===== src/rtl/core/ibls_pkg.sv =====
// Shared constants and types for the iterated binomial line smoother.
package ibls_pkg;

  // Default cascade depth and sample width.
  localparam int MAX_PASSES_DEF  = 16;
  localparam int SAMPLE_BITS_DEF = 16;

  // Pass count register layout and its value after reset.
  localparam int PASS_COUNT_BITS  = 5;
  localparam int PASS_COUNT_RESET = 2;

  // Handshake and framing flags that travel with each word between cells.
  typedef struct packed {
    logic valid;
    logic last;
  } word_ctl_t;

endpackage


===== src/rtl/core/ibls_cell.sv =====
// One smoothing stage of the cascade: a [1,2,1]/4 filter with edge replication.
module ibls_cell #(
  parameter int SAMPLE_BITS = ibls_pkg::SAMPLE_BITS_DEF
) (
  input  logic                    clk,
  input  logic                    rst,
  input  logic                    active,
  input  logic                    clear,
  input  ibls_pkg::word_ctl_t     in_ctl,
  input  logic [SAMPLE_BITS-1:0]  in_sample,
  output logic                    in_stall,
  output ibls_pkg::word_ctl_t     out_ctl,
  output logic [SAMPLE_BITS-1:0]  out_sample,
  input  logic                    out_stall
);

  // Rounded (a + 2b + c + 2) >> 2; the sum is two bits wider, so it cannot overflow.
  function automatic logic [SAMPLE_BITS-1:0] smooth3(
    input logic [SAMPLE_BITS-1:0] a,
    input logic [SAMPLE_BITS-1:0] b,
    input logic [SAMPLE_BITS-1:0] c
  );
    logic [SAMPLE_BITS+1:0] sum;
    sum = {2'b00, a} + {1'b0, b, 1'b0} + {2'b00, c} + (SAMPLE_BITS+2)'(2);
    return sum[SAMPLE_BITS+1:2];
  endfunction

  logic [SAMPLE_BITS-1:0] prev, prev_next;
  logic [SAMPLE_BITS-1:0] cur, cur_next;
  logic                   filled, filled_next;
  logic                   pend, pend_next;
  logic                   out_valid, out_valid_next;
  logic                   out_last, out_last_next;
  logic [SAMPLE_BITS-1:0] out_data, out_data_next;

  logic                   out_free;
  logic                   take;
  logic [SAMPLE_BITS-1:0] smooth_in;
  logic [SAMPLE_BITS-1:0] smooth_flush;

  // The output register frees up when empty or when its word leaves this cycle.
  assign out_free = !out_valid || !out_stall;
  assign in_stall = pend || !out_free;
  assign take     = in_ctl.valid && !in_stall;

  assign smooth_in    = smooth3(prev, cur, in_sample);
  assign smooth_flush = smooth3(prev, cur, cur);

  // Next state of the stage and its output register.
  always_comb begin
    prev_next      = prev;
    cur_next       = cur;
    filled_next    = filled;
    pend_next      = pend;
    out_valid_next = out_valid && out_stall;
    out_last_next  = out_last;
    out_data_next  = out_data;

    if (pend && out_free) begin
      // Line end flush: the last sample's right neighbor is itself.
      out_valid_next = 1'b1;
      out_data_next  = smooth_flush;
      out_last_next  = 1'b1;
      pend_next      = 1'b0;
      filled_next    = 1'b0;
    end else if (take) begin
      if (!active) begin
        // Stage not in use: the word goes through unchanged.
        out_valid_next = 1'b1;
        out_data_next  = in_sample;
        out_last_next  = in_ctl.last;
      end else if (!filled) begin
        // First sample of a line; a one-sample line comes out as it is.
        prev_next = in_sample;
        cur_next  = in_sample;
        if (in_ctl.last) begin
          out_valid_next = 1'b1;
          out_data_next  = in_sample;
          out_last_next  = 1'b1;
        end else begin
          filled_next = 1'b1;
        end
      end else begin
        // The held sample now has its right neighbor.
        out_valid_next = 1'b1;
        out_data_next  = smooth_in;
        out_last_next  = 1'b0;
        prev_next      = cur;
        cur_next       = in_sample;
        pend_next      = in_ctl.last;
      end
    end

    if (clear) begin
      filled_next = 1'b0;
      pend_next   = 1'b0;
    end
  end

  // Control state.
  always_ff @(posedge clk) begin
    if (rst) begin
      filled    <= 1'b0;
      pend      <= 1'b0;
      out_valid <= 1'b0;
    end else begin
      filled    <= filled_next;
      pend      <= pend_next;
      out_valid <= out_valid_next;
    end
  end

  // Sample history and output payload.
  always_ff @(posedge clk) begin
    prev     <= prev_next;
    cur      <= cur_next;
    out_last <= out_last_next;
    out_data <= out_data_next;
  end

  assign out_ctl.valid = out_valid;
  assign out_ctl.last  = out_last;
  assign out_sample    = out_data;

endmodule


===== src/rtl/core/iterated_binomial_line_smoother.sv =====
// Path: an accepted word passes the output register of every stage, active or not, plus one
// word of delay per active pass while a stage waits for the right neighbor.
// Throughput: one word per cycle while the output does not stall; each active stage stalls
// its own input while it flushes the held sample at the end of a line of two or more words,
// while the later stages flush as the stage ahead takes a new line. Reset: synchronous;
// stages empty, pass_count 2. A pass_count write drops the partial line held in every stage.
module iterated_binomial_line_smoother #(
  parameter int MAX_PASSES  = ibls_pkg::MAX_PASSES_DEF,
  parameter int SAMPLE_BITS = ibls_pkg::SAMPLE_BITS_DEF
) (
  input  logic                                 clk,
  input  logic                                 rst,
  input  logic                                 in_valid,
  output logic                                 in_stall,
  input  logic [SAMPLE_BITS-1:0]               sample_in,
  input  logic                                 line_end_in,
  output logic                                 out_valid,
  input  logic                                 out_stall,
  output logic [SAMPLE_BITS-1:0]               sample_out,
  output logic                                 line_end_out,
  input  logic                                 cfg_wr_en,
  input  logic [ibls_pkg::PASS_COUNT_BITS-1:0] cfg_wr_data
);

  localparam int PASS_BITS  = $clog2(MAX_PASSES + 1);
  localparam int PASS_RESET = (ibls_pkg::PASS_COUNT_RESET > MAX_PASSES) ?
                              MAX_PASSES : ibls_pkg::PASS_COUNT_RESET;

  logic [PASS_BITS-1:0]   passes, passes_next;
  logic [MAX_PASSES-1:0]  cell_active;

  ibls_pkg::word_ctl_t    chain_ctl    [MAX_PASSES+1];
  logic [SAMPLE_BITS-1:0] chain_sample [MAX_PASSES+1];
  logic                   chain_stall  [MAX_PASSES+1];

  // Written pass count saturates at the cascade depth.
  always_comb begin
    if ({1'b0, cfg_wr_data} > 6'(MAX_PASSES)) begin
      passes_next = PASS_BITS'(MAX_PASSES);
    end else begin
      passes_next = PASS_BITS'(cfg_wr_data);
    end
  end

  always_ff @(posedge clk) begin
    if (rst) begin
      passes <= PASS_BITS'(PASS_RESET);
    end else if (cfg_wr_en) begin
      passes <= passes_next;
    end
  end

  // Input word enters the first cell.
  assign chain_ctl[0].valid = in_valid;
  assign chain_ctl[0].last  = line_end_in;
  assign chain_sample[0]    = sample_in;
  assign in_stall           = chain_stall[0];

  // Cascade of stages; stages at or beyond the pass count pass words through.
  for (genvar k = 0; k < MAX_PASSES; k++) begin : g_cell
    assign cell_active[k] = (passes > PASS_BITS'(k));

    ibls_cell #(
      .SAMPLE_BITS(SAMPLE_BITS)
    ) u_cell (
      .clk       (clk),
      .rst       (rst),
      .active    (cell_active[k]),
      .clear     (cfg_wr_en),
      .in_ctl    (chain_ctl[k]),
      .in_sample (chain_sample[k]),
      .in_stall  (chain_stall[k]),
      .out_ctl   (chain_ctl[k+1]),
      .out_sample(chain_sample[k+1]),
      .out_stall (chain_stall[k+1])
    );
  end

  // Last cell drives the output channel.
  assign chain_stall[MAX_PASSES] = out_stall;
  assign out_valid               = chain_ctl[MAX_PASSES].valid;
  assign line_end_out            = chain_ctl[MAX_PASSES].last;
  assign sample_out              = chain_sample[MAX_PASSES];

endmodule


===== config.mk =====
export PLATFORM = sky130hd
export DESIGN_NAME = iterated_binomial_line_smoother
export DESIGN_NICKNAME = d
export VERILOG_FILES = /design/src/rtl/core/ibls_pkg.sv /design/src/rtl/core/ibls_cell.sv /design/src/rtl/core/iterated_binomial_line_smoother.sv
export SDC_FILE = /design/constraint.sdc
export NUM_CORES = 2
export LEC_CHECK = 0
export ABC_CLOCK_PERIOD_IN_PS = 9700
export BUFFER_PORTS_ARGS = -buffer_cell sky130_fd_sc_hd__buf_2
export CAP_MARGIN = 20
export CORE_ASPECT_RATIO = 0.9
export CORE_UTILIZATION = 40
export CTS_CLUSTER_DIAMETER = 100
export CTS_CLUSTER_SIZE = 16
export DETAILED_ROUTE_END_ITERATION = 8
export MAX_ROUTING_LAYER = met4
export SLEW_MARGIN = 25
export SYNTH_ARGS = -nofsm -noshare
export SYNTH_HDL_FRONTEND = slang
export SYNTH_SLANG_ARGS = --single-unit
export TNS_END_PERCENT = 100

===== constraint.sdc =====
create_clock -name clk -period 9.7 [get_ports clk]
set_clock_uncertainty 0.05 [all_clocks]
set_input_delay 0.97 -clock clk [delete_from_list [all_inputs] [get_ports clk]]
set_output_delay 0.97 -clock clk [all_outputs]
set_load 0.1 [all_outputs]

==> summary.md <==
| Metric | Value |
|---|---|
| Yosys reg bits | 837 |
| Kind of critical path | reg2reg |
| Crit path top cell by count | ha_1 |
| Clock input transition at the sequential cells of the worst setup and hold paths | 80 ps |
| Initial core utilization | 0.403 |
| Fin cells | 9895 |
| Layout cells sized above 1 | 0.0654 |
| # resized after CTS | 0 |
| Post-synth EDFFs | 768 |
| Clock latency on the worst-skew pair | 720 ps |
| Setup Fix Bufs, Post-CTS | 0 |
| Final Setup Violations | 0 |
| Die X | 452 um |
| Crit path DAT | 5660 ps |
| Async set-or-reset flop fraction in the synthesized netlist | 0 |
| Drc violations | 0 |
| Crit end category | register |
| CTS tree | built |
| Synth Net Count | 8725 |
| Antenna-violating nets left | 0 |
| Seq/Total Area, Yosys | 0.336 |
| Hold crit path type | reg2reg |
| Unique masters post-synth | 85 |
| Clock root buffer | clkbuf_16 |
| Drt wl/cell | 16.5 um |
| CP max stage cell | o41ai_1 |
| Num ports | 46 |
| Remaining Overflow, GRT | 0 |
| Fmax | 190 MHz |
| GPL Wtd Cong | 0.882 |
| Setup WS post-layout | 4440 ps |
| Synth Warn # | 0 |
| Detailed-route wire length | 163 mm |
| Total power | 7.61 mW |
| First-pass GRT wire length | 268 mm |
| Die Area | 184000 um2 |
| DR vias | 55.2k |
| Core Util, Final | 0.429 |
| DR vias/cell | 5.58 |
| Final Hold Fails | 0 |
| Final Slew Violations | 0 |
| Crit-path cells | ha_1 -> a21o_1 -> a21oi_1 -> o21ba_2 -> o21ai_0 -> a211oi_1 -> nor3_1 -> and2_1 -> o21ai_0 -> a221oi_1 -> ha_1 -> ha_1 -> nand2_1 -> o41ai_1 -> nand3_1 -> a21oi_1 -> nor3_1 -> a311o_1 |
| CTS Hold Bufs | 0 |
| Synth Flop Type | edfxtp_1 |
| Iter 0 DRT Violations | 3166 |
| TNS Setup | 0 ps |
| IO buf count | 45 |
| Largest stage delay, worst path | 530 ps |
| Deepest clock path buffer count | 3 |
| Worst-Margin Slew | 1050 ps |
| Max_cap viols | 0 |
| TritonCTS buffer count | 59 |
| Initial antenna violation count | 6 |
| Mean Syn Cell Area | 9.77 um2 |
| Area post-placement | 75800 um2 |
| Largest net degree at the start of global routing | 38 |
| DP Cell Count | 9781 |
| Layout Nets | 8717 |
| P per Cell Area | 98.1 nW/um2 |
| Slew headroom | 0.296 |
| Synthesis-to-layout area growth | 6.61% |
| Required time of the critical path | 10100 ps |
| P_leak | 31.8 nW |
| Tmin final | 5260 ps |
| GR Util All Layers | 0.178 |
| Vias in the first global route | 52.4k |
| Row cnt | 148 |
| Maximum vdd drop | 138 uV |
| Pre-CTS setup slack | 4590 ps |
| Crit path max fanout | 4 |
| CP Buf/Inv Count | 0 |
| Core region area | 181000 um2 |
| Status | completed |
| Hold slack final | 400 ps |
| Mapped Cells | 7450 |
| Sink Count | 837 |
| DRT Pass-1 Iters | 5 |
| CTS HTree Levels | 2 |
| Post-route cell area | 77600 um2 |
| Die height | 407 um |
| Crit path max-delay family | compound AO/OA/AOI/OAI gates |
| Startpoint types | register |
| Fin crit share | 0.542 |
| RSZ-0062 raised after global routing | false |
| Dpl hpwl | 128 mm |
| Flop-to-flop setup slack | 4440 ps |
| Synthesized area | 72800 um2 |
==> power by group <==
| part | leakage (nW) | internal, mW | total (mW) | switching, mW |
|---|---|---|---|---|
| clock network | 0.852 | 1.21 | 2.55 | 1.34 |
| logic | 23.5 | 0.483 | 1.07 | 0.590 |
| registers | 7.50 | 3.94 | 3.99 | 0.0503 |
==> Yosys cell counts, drive strengths merged (115+ instances only) <==
| cell type | instances | share of area |
|---|---|---|
| a21oi | 525 | 0.036 |
| o21a | 115 | 0.012 |
| nand3 | 202 | 0.014 |
| ha | 1200 | 0.21 |
| xor2 | 262 | 0.032 |
| xnor2 | 302 | 0.036 |
| inv | 221 | 0.011 |
| o21ai | 506 | 0.035 |
| mux2 | 246 | 0.038 |
| nand2 | 598 | 0.031 |
| a211oi | 154 | 0.016 |
| nand2b | 149 | 0.013 |
| clkbuf | 127 | 0.0066 |
| nor3 | 238 | 0.016 |
| edfxtp | 768 | 0.32 |
| nor2 | 557 | 0.029 |
==> cell families after synthesis <==
group	count (synthesis)	share of synthesized area
compound gates	1902	0.166
flops	837	0.336
buf+inv	387	0.0210
xor+xnor	564	0.0679
simple gates	2237	0.148
fa+ha+maj	1248	0.220
mux	275	0.0421
==> state kept, by name, indices dropped and copies added (netlist names) <==
name                      count
g_cell.u_cell.out_valid      16
passes                        5
g_cell.u_cell.cur           256
g_cell.u_cell.pend           16
g_cell.u_cell.out_last       16
g_cell.u_cell.prev          256
g_cell.u_cell.filled         16
g_cell.u_cell.out_sample    256
==> layout make-up <==
cell class / count / area (um2)
antenna: 3 / 7.51
clock buffer: 106 / 1740
inverter: 221 / 830
tap: 2400 / 3000
timing repair buffer: 97 / 616
clock inverter: 5 / 45.0
multi-input combinational: 6226 / 46900
sequential: 837 / 24400
fill: 17200 / 103000
==> worst paths after layout <==
path | start | to | cells after the start
max | g_cell[4].u_cell.cur[1]$_DFFE_PP_ | g_cell[4].u_cell.out_sample[15]$_DFFE_PP_ | 18
min | g_cell[7].u_cell.out_sample[1]$_DFFE_PP_ | g_cell[8].u_cell.cur[1]$_DFFE_PP_ | 0
max reg2reg | g_cell[4].u_cell.cur[1]$_DFFE_PP_ | g_cell[4].u_cell.out_sample[15]$_DFFE_PP_ | 18
min reg2reg | g_cell[7].u_cell.out_sample[1]$_DFFE_PP_ | g_cell[8].u_cell.cur[1]$_DFFE_PP_ | 0
==> placed cells by master (no fill, tap or decap), types with 52 or more instances in the layout <==
master     Yosys  final
ha_1        1200   1200
a31oi_1       75     75
nand2_1      597    594
nand3_1      202    202
and2_1        61     60
dfxtp_1       69     64
a21o_1       101    101
nand2b_1     149    147
xnor2_1      302    302
inv_1        221    221
edfxtp_1     768    768
mux2_2       246    246
xor2_1       262    262
buf_4         17     52
a211oi_1     153    153
o21ai_0      498    482
a21oi_1      525    525
nor2b_1       72     71
nor3_1       237    237
and3_1       107    107
o21a_1       115    115
or3_1         92     92
nor2_1       557    542
clkbuf_16      0     62
==> routing by layer <==
layer  up-vias  track usage  wire length, um
li1      28100            -                -
met1     26100        0.252            83100
met2       785        0.279            71500
met3       155       0.0146             5260
met4         0       0.0361             2880
met5         -            -                0
(Power assumes the default switching activity.)
